**config.mk**
```make
export PLATFORM = sky130hd
export DESIGN_NAME = rpf_ratio
export DESIGN_NICKNAME = d
export VERILOG_FILES = /design/src/hdl/radial_pair_force_core_assert.svh /design/src/hdl/rpf_pkg.sv /design/src/hdl/rpf_ratio.sv
export SDC_FILE = /design/constraint.sdc
export NUM_CORES = 2
export LEC_CHECK = 0
export BUFFER_PORTS_ARGS = -buffer_cell sky130_fd_sc_hd__buf_4
export CORE_ASPECT_RATIO = 1.1
export CORE_UTILIZATION = 64
export DETAILED_ROUTE_END_ITERATION = 7
export PLACE_DENSITY = 0.79
export SLEW_MARGIN = 30
export SYNTH_ARGS = -nofsm -noshare
export SYNTH_HDL_FRONTEND = slang
export SYNTH_SLANG_ARGS = --single-unit
export TNS_END_PERCENT = 5
```
**constraint.sdc**
```tcl
create_clock -name clk -period 4 [get_ports clk]
set_input_delay 0.2 -clock clk [delete_from_list [all_inputs] [get_ports clk]]
set_output_delay 0.2 -clock clk [all_outputs]
set_load 0.01 [all_outputs]
```
**src/hdl/radial_pair_force_core_assert.svh**
```systemverilog
// ----------------------------------------------------------------------------
// Radial pair force assertion macros
// Shared concurrent assertion forms, clocked on clk and disabled in reset.
// ----------------------------------------------------------------------------
`ifndef RADIAL_PAIR_FORCE_CORE_ASSERT_SVH
`define RADIAL_PAIR_FORCE_CORE_ASSERT_SVH

// Consequence must hold in the same cycle as the trigger.
`define RPF_ASSERT_SAME(label, trig, prop, msg) \
    label: assert property (@(posedge clk) disable iff (!rst_n) (trig) |-> (prop)) \
        else $error(msg);

// Consequence must hold in the cycle after the trigger.
`define RPF_ASSERT_NEXT(label, trig, prop, msg) \
    label: assert property (@(posedge clk) disable iff (!rst_n) (trig) |=> (prop)) \
        else $error(msg);

`endif

```
**src/hdl/rpf_pkg.sv**
```systemverilog
// ----------------------------------------------------------------------------
// Radial pair force package
// Number format, stage records, mode codes and arithmetic helpers.
// ----------------------------------------------------------------------------
`timescale 1ns / 1ps

package rpf_pkg;

    localparam int EXP_TABLE_BITS_DEF = 8;
    localparam int DIV_STEPS = 33;
    localparam int DIV_LAT = DIV_STEPS + 2;

    localparam logic [31:0] LN2_Q32 = 32'd2977044472;
    localparam logic [39:0] POS_MAX = 40'h7F_FFFF_FFFF;
    localparam logic [41:0] NEG_MAG = 42'h080_0000_0000;

    typedef enum logic [1:0] {
        MODE_NONE  = 2'd0,
        MODE_REPEL = 2'd1,
        MODE_LJ    = 2'd2,
        MODE_GAUSS = 2'd3
    } rpf_mode_t;

    typedef enum logic [1:0] {
        CFG_MODE   = 2'd0,
        CFG_LENGTH = 2'd1,
        CFG_ENERGY = 2'd2,
        CFG_UNUSED = 2'd3
    } rpf_cfg_t;

    // Value is m * 2^e, m zero or normalized to [2^31, 2^32).
    typedef struct packed {
        logic [31:0]        m;
        logic signed [11:0] e;
    } rpf_num_t;

    typedef struct packed {
        logic      valid;
        rpf_mode_t mode;
        logic      dzero;
    } rpf_side_t;

    typedef struct packed {
        logic        valid;
        rpf_mode_t   mode;
        logic        dzero;
        logic        tail;
        logic        neg;
        rpf_num_t    r;
        rpf_num_t    es;
        rpf_num_t    p;
        rpf_num_t    h;
        logic [41:0] mag;
    } rpf_stage_t;

    localparam rpf_num_t LOG2E_NUM = '{m: 32'd94548 << 15, e: -12'sd31};
    localparam rpf_num_t C24_NUM   = '{m: 32'hC000_0000, e: -12'sd27};
    localparam rpf_num_t C12_NUM   = '{m: 32'hC000_0000, e: -12'sd28};

    function automatic logic [4:0] lzc24(input logic [23:0] a);
        logic [4:0] cnt;
        cnt = 5'd24;
        for (int i = 0; i < 24; i++) begin
            if (a[i])
                cnt = 5'(23 - i);
        end
        return cnt;
    endfunction

    function automatic rpf_num_t mul(input rpf_num_t a, input rpf_num_t b);
        logic [63:0] prod;
        rpf_num_t    r;
        prod = 64'(a.m) * 64'(b.m);
        if (a.m == 32'd0 || b.m == 32'd0) begin
            r.m = 32'd0;
            r.e = 12'sd0;
        end else if (prod[63]) begin
            r.m = prod[63:32];
            r.e = a.e + b.e + 12'sd32;
        end else begin
            r.m = prod[62:31];
            r.e = a.e + b.e + 12'sd31;
        end
        return r;
    endfunction

    // Truncated value * 2^frac; bit 41 alone marks a value that is too large.
    function automatic logic [41:0] to_fixed(input rpf_num_t a, input logic [5:0] frac);
        logic signed [12:0] sh;
        logic [41:0]        v;
        logic [5:0]         nsh;
        sh  = {a.e[11], a.e} + 13'(frac);
        nsh = 6'(-sh);
        if (a.m == 32'd0)
            v = 42'd0;
        else if (sh >= 13'sd9)
            v = 42'd1 << 41;
        else if (sh >= 13'sd0)
            v = {10'd0, a.m} << sh[3:0];
        else if (sh <= -13'sd32)
            v = 42'd0;
        else
            v = {10'd0, a.m >> nsh[4:0]};
        return v;
    endfunction

    // Table entry 2^(-k/2^bits) in Q32 by a Taylor series through the twelfth-order term.
    function automatic logic [32:0] exp_entry(input int k, input int bits);
        logic [63:0] a;
        logic [63:0] t;
        logic [63:0] s;
        a = (64'(k) * 64'(LN2_Q32)) >> bits;
        t = 64'd1 << 32;
        s = 64'd1 << 32;
        for (int n = 1; n <= 12; n++) begin
            t = ((t * a) >> 32) / 64'(n);
            if (n % 2 == 1)
                s = s - t;
            else
                s = s + t;
        end
        return s[32:0];
    endfunction

endpackage

```
**src/hdl/rpf_ratio.sv**
```systemverilog
// ----------------------------------------------------------------------------
// Radial pair force ratio unit
// Pipelined restoring divider giving num/den as a normalized number.
// ----------------------------------------------------------------------------
`timescale 1ns / 1ps

module rpf_ratio (
    input  logic              clk,
    input  logic              en,
    input  logic [23:0]       num,
    input  logic [23:0]       den,
    output rpf_pkg::rpf_num_t ratio
);

    localparam int N = rpf_pkg::DIV_STEPS;

    logic [23:0]        rem_reg  [N+1];
    logic [32:0]        quo_reg  [N+1];
    logic [23:0]        den_reg  [N+1];
    logic signed [11:0] exp_reg  [N+1];
    logic               zero_reg [N+1];

    logic [23:0]        rem_next [N+1];
    logic [32:0]        quo_next [N+1];

    logic [4:0]         num_lz;
    logic [4:0]         den_lz;
    logic [23:0]        den_safe;

    rpf_pkg::rpf_num_t  ratio_next;
    rpf_pkg::rpf_num_t  ratio_reg;

    // Both operands are normalized so every step is one narrow compare.
    assign den_safe = (den == 24'd0) ? 24'd1 : den;
    assign num_lz   = rpf_pkg::lzc24(num);
    assign den_lz   = rpf_pkg::lzc24(den_safe);

    always_comb
    begin
        logic [24:0] trial;
        logic        qbit;
        rem_next[0] = num << num_lz;
        quo_next[0] = 33'd0;
        for (int j = 1; j <= N; j++) begin
            if (j == 1)
                trial = {1'b0, rem_reg[0]};
            else
                trial = {rem_reg[j-1], 1'b0};
            qbit = (trial >= {1'b0, den_reg[j-1]});
            if (qbit)
                rem_next[j] = 24'(trial - {1'b0, den_reg[j-1]});
            else
                rem_next[j] = trial[23:0];
            quo_next[j] = {quo_reg[j-1][31:0], qbit};
        end
    end

    always_ff @(posedge clk)
    begin
        if (en)
        begin
            rem_reg[0]  <= rem_next[0];
            quo_reg[0]  <= quo_next[0];
            den_reg[0]  <= den_safe << den_lz;
            exp_reg[0]  <= 12'(signed'({7'd0, den_lz})) - 12'(signed'({7'd0, num_lz}))
                           - 12'sd32;
            zero_reg[0] <= (num == 24'd0);
            for (int j = 1; j <= N; j++) begin
                rem_reg[j]  <= rem_next[j];
                quo_reg[j]  <= quo_next[j];
                den_reg[j]  <= den_reg[j-1];
                exp_reg[j]  <= exp_reg[j-1];
                zero_reg[j] <= zero_reg[j-1];
            end
            ratio_reg <= ratio_next;
        end
    end

    // Low bits below 2^-40 are cleared, matching a quotient taken at that scale.
    always_comb
    begin
        logic [32:0]        q;
        logic signed [11:0] e;
        logic [31:0]        m;
        logic [4:0]         z;
        q = quo_reg[N];
        if (q[32]) begin
            m = q[32:1];
            e = exp_reg[N] + 12'sd1;
        end else begin
            m = q[31:0];
            e = exp_reg[N];
        end
        z = (e < -12'sd40) ? 5'(-12'sd40 - e) : 5'd0;
        m = m & (32'hFFFF_FFFF << z);
        if (zero_reg[N]) begin
            ratio_next.m = 32'd0;
            ratio_next.e = 12'sd0;
        end else begin
            ratio_next.m = m;
            ratio_next.e = e;
        end
    end

    assign ratio = ratio_reg;

endmodule

```
Word level (Yosys, flattened, before mapping)
Memories as Yosys holds them, arrays and structs flattened.
Cells that the tools add are included.
{ "classes": {"addsub": 37, "reduce_logical": 2, "bitwise_logic": 1, "n_shift": 3, "n_lt_le_gt_ge": 34, "muxes": 87} }
{ "op_table": {"columns": ["op", "n"], "rows": [
  ["two-way mux 24 bit", 34],
  [">= comparator 25 x 24 -> 1 bit", 32],
  ["subtractor 24 bit", 33],
  ["two-way mux 5 bit", 47],
  ["zero test 24 bit", 2],
  ["left shift 24 x 5 -> 24 bit", 2],
  ["AND 32 bit", 1],
  ["two-way mux 32 bit", 1],
  ["left shift 32 x 5 -> 32 bit, first input constant", 1],
  [">= comparator 24 bit", 1],
  ["adder 12 x 2 -> 12 bit, second input constant", 1],
  ["< comparator 12 x 7 -> 1 bit, second input constant", 1],
  ["two-way mux 12 bit", 1],
  ["two-way mux 4 bit", 2],
  ["subtractor 6 x 7 -> 8 bit, second input constant", 1],
  ["subtractor 5 x 5 -> 6 bit", 1],
  ["subtractor 4 x 5 -> 5 bit, first input constant", 1],
  ["two-way mux 1 bit", 2]
]} }
{ "totals": {"ram_bits": 3196, "n_memories": 5, "out_inout_bits": 44, "elab_cells": 171, "reg_bits": 44, "in_bits": 50} }
{ "mem_list": {"columns": ["memory", "depth", "width", "rd", "rd_ports_with_merged_regs", "write_ports", "line_no", "rtl"], "rows": [
  ["quo_reg", 34, 33, 34, 0, 34, "rpf_ratio.sv:18", "logic [32:0] quo_reg [N+1];"],
  ["den_reg", 34, 24, 33, 0, 34, "rpf_ratio.sv:19", "logic [23:0] den_reg [N+1];"],
  ["rem_reg", 34, 24, 33, 0, 34, "rpf_ratio.sv:17", "logic [23:0] rem_reg [N+1];"],
  ["exp_reg", 34, 12, 34, 0, 34, "rpf_ratio.sv:20", "logic signed [11:0] exp_reg [N+1];"],
  ["zero_reg", 34, 1, 34, 0, 34, "rpf_ratio.sv:21", "logic zero_reg [N+1];"]
]} }

Depth between registers and ports, before layout
{ "logic_depth": {"depth_word": 28, "depth_mapped": 17, "depth_no_buf": 14} }

Worst setup path after synthesis
OpenSTA, ideal clock, no wires.
{ "synth_timing": {"kind": "register -> register", "from": "mem rem_reg[9][4]", "to": "mem rem_reg[10][10] (data pin)", "slack_ns": 0.569, "synth_period_minus_slack_ns": 3.431, "setup_time_ns": 0.262, "arrival_ns": 3.169, "stages_incl_launch_ff": 14, "n_path_buf": 2, "t_required_ns": 3.738, "cell_sequence": "edfxtp_1 ha_1 o211a_1 a211oi_2 nor3_1 a211o_1 a21o_1 a221o_1 and3_4 o21ai_4 and2_1 buf_6 buf_8 mux2_1"} }
{ "synth_rtl": {"columns": ["item", "line_no"], "rows": [
  ["start: declaration", "rpf_ratio.sv:17"]
]} }

==> flow_summary.yaml <==
timing:
  setup_violations: 0
  worst_slack_ns: 0.114
  min_period_over_period_pct: 97.1
  fin_skew_ns: 0.0604
  tns_ns: 0
  slew_violations: 0
  fmax_mhz: 257
  fin_crit_ns: 3.89
  hold_viol: 0
  tightest_slew_ns: 0.921
  holdWs_ns: 0.00425
  maxSlewHeadroom_pct: 38.6
global_route:
  track_usage_pct: 28.3
  globalRouteMet2Util_pct: 49.8
  antenna_found_initial: 3
  grt_max_degree: 127
  grt_overflow: 0
  grt_pass1_wl_mm: 428
  use_met3_pct: 3.23
  busiest_layer: "met2"
  grt_pass1_vias: 78100
  use_met1_pct: 35.6
die:
  die_y_um: 462
  io_pins: 94
  die_w_um: 420
  die_area_mm2: 0.194
  core.rowCount: 168
  start_util_pct: 64.5
  core_mm2: 0.191
final_layout:
  fin_util_pct: 71.7
  area.growth.synth_to_final_pct: 11.1
  fillCellCount: 12700
  register_area_mm2: 0.0728
  multi_input_area_mm2: 0.0458
  drive_gt1_share_pct: 10.5
  design_area_mm2: 0.137
  stdcell_count: 13100
  fin_nets: 11200
yosys:
  synthFlopType: "edfxtp_1"
  yosysUniqueCellTypes: 101
  yosys_register_bits: 2425
  netlist_instances: 9934
  avgSynthCellArea_um2: 12.4
  synth_edf_count: 2425
  synthArstFlopShare_pct: 0
  synth_seq_area_share_pct: 59.2
  syn_area_mm2: 0.123
  syn_nets: 10800
  ys.warnings.count: 0
pwr:
  p_per_area_mw_per_mm2: 794
  ir_drop_uv: 513
  p_leak_nw: 54.4
  fin_total_pwr_mw: 109
placement:
  dpl.cell_count: 12600
  port_buffers: 93
  finalWeightedCongestion: 0.956
  dp_slack_ns: 0.212
  dpl.hpwl_mm: 201
  place_area_mm2: 0.128
detailed_routing:
  vias: 78600
  drtIter0Drc: 6517
  wl_per_cell_um: 21.0
  ant_nets: 0
  routed_via_density: 6.01
  dr.pass1.iters: 8
  wl_mm: 275
  drc: 3
hold_path:
  hold_class: "primary input to flip-flop"
clock_network:
  cts-buffers-inserted: 233
  clk_pin_slew_ns: 0.06
  htree_levels: 4
  root_buffer: "clkbuf_16"
  clock_sinks: 2425
  clk_path_buf_depth: 3
  cts_setup_buffers: 0
  clkLatencyLatePin_ns: 0.90
  cts_tree: "built"
critical_path:
  worstPathRequired_ns: 4.64
  cp_max_fo: 15
  worstSetupPathType: "primary input to flip-flop"
  cp-start-kind: "primary input"
  rrSetupSlack_ns: 0.14
  cp-end-kind: "flip-flop"
  cp.arrival_ns: 4.52
status:
  outcome: "complete, but fails checks"
  violations: "design-rule violations"
flow_run:
  maxCapViolations: 0
## cell usage after synthesis, drive strengths merged, types with 16 or more instances
library cell	count	area, um2
nor3	166	831
fa	33	661
a21oi	693	3470
xor2	209	1830
a21o	218	1640
a211o	17	149
inv	1015	3810
a31oi	75	469
o21ai	561	2820
or2	41	257
o31ai	60	460
a41oi	18	176
nand2	654	2460
nand3	148	746
o31a	27	236
edfxtp	2425	72800
buf	59	337
o21a	152	1140
nor3b	17	128
clkbuf	95	357
o211ai	33	248
nand2b	148	926
nor2	559	2100
a31o	30	263
o21bai	79	593
and2	48	302
a2111oi	20	175
nor2b	116	726
mux2i	117	1170
or3	55	344
mux2	357	4020
a211oi	80	611
nand4	80	500
nor4	42	278
o311ai	16	140
xnor2	362	3170
nand3b	22	165
ha	798	9980
o221ai	16	140
and3	55	349
a21boi	20	150
## cell type report
| cell class | instances | share of cell area, % |
|---|---|---|
| inverters | 1018 | 2.80 |
| diodes | 2 | 0.00366 |
| flip-flops and latches | 2425 | 53.3 |
| clock buffers | 263 | 4.35 |
| clock inverters | 171 | 1.45 |
| multi-input cells | 6337 | 33.5 |
| repair buffers | 319 | 2.25 |
| well taps | 2550 | 2.34 |
## final timing paths
path                                      from  cells after the start        endpoint
worst min-delay path                   num[23]                      4   exp_reg[0][0]
worst max register to register  rem_reg[30][3]                     11  rem_reg[31][4]
worst min register to register  quo_reg[26][4]                      0  quo_reg[27][5]
worst max-delay path                    den[9]                     15  den_reg[0][17]
## critical path: stages
cell and delay [ns]:
dlygate4sd3_1 0.53, buf_4 0.17, nor4_2 0.29, dlygate4sd3_1 0.61
nand3_2 0.11, clkinv_2 0.19, o211ai_1 0.14, a21oi_2 0.19
and2_2 0.18, inv_2 0.15, mux2_2 0.36, o211ai_1 0.16
dlygate4sd3_1 0.56, o2111ai_1 0.10, dlygate4sd3_1 0.57
## where the power goes
part           total, mW  internal [mW]  switching (mW)
combinational       45.6           20.4            25.2
sequential          40.4           36.6            3.81
clock               22.5           12.7            9.80
total                109           69.7            38.8
## layout by cell type (no fill, tap or decap), types with 49 or more instances in the layout
cell	synthesis	final
a31oi_1	75	75
clkinv_2	1	52
xnor2_1	362	362
o21a_1	152	152
nor2b_1	116	114
o21ai_0	545	545
a211oi_1	78	78
inv_1	1013	1013
o31ai_1	58	58
clkbuf_16	0	233
and3_1	54	54
nor2_1	558	555
nand2b_1	148	148
o21bai_1	79	79
nand2_1	653	653
or3_1	55	55
nand4_1	80	80
a21o_1	218	218
xor2_1	209	209
edfxtp_1	2425	2425
a21oi_1	693	690
mux2i_1	117	117
mux2_2	337	337
ha_1	798	798
nand3_1	147	147
buf_4	5	233
clkinv_1	2	49
nor3_1	166	166
## routing by layer
layer / up-vias / part of all wire, %
met2: 2512 / 50
met1: 38100 / 41
met3: 590 / 4.8
met4: 0 / 4.1
met5: - / 0
li1: 37500 / -
## kinds of logic (layout without fill, tap and decap cells)
logic type      Yosys count  in the layout  share of synthesized area, %
other cells               1              3                       0.00305
compound gates         2261           2261                          11.6
flops                  2425           2425                          59.2
xor+xnor                571            571                          4.07
fa+ha+maj               831            831                          8.66
mux                     475            475                          4.24
buf+inv                1172           1771                          3.67
simple gates           2198           2198                          8.56
## repair_timing
action	in CTS	in global routing
hold buffers	40	0
setup endpoints to repair	0	8
hold endpoints to repair	70	0
resized for setup	0	4
Power figures use the tool's default switching activity.
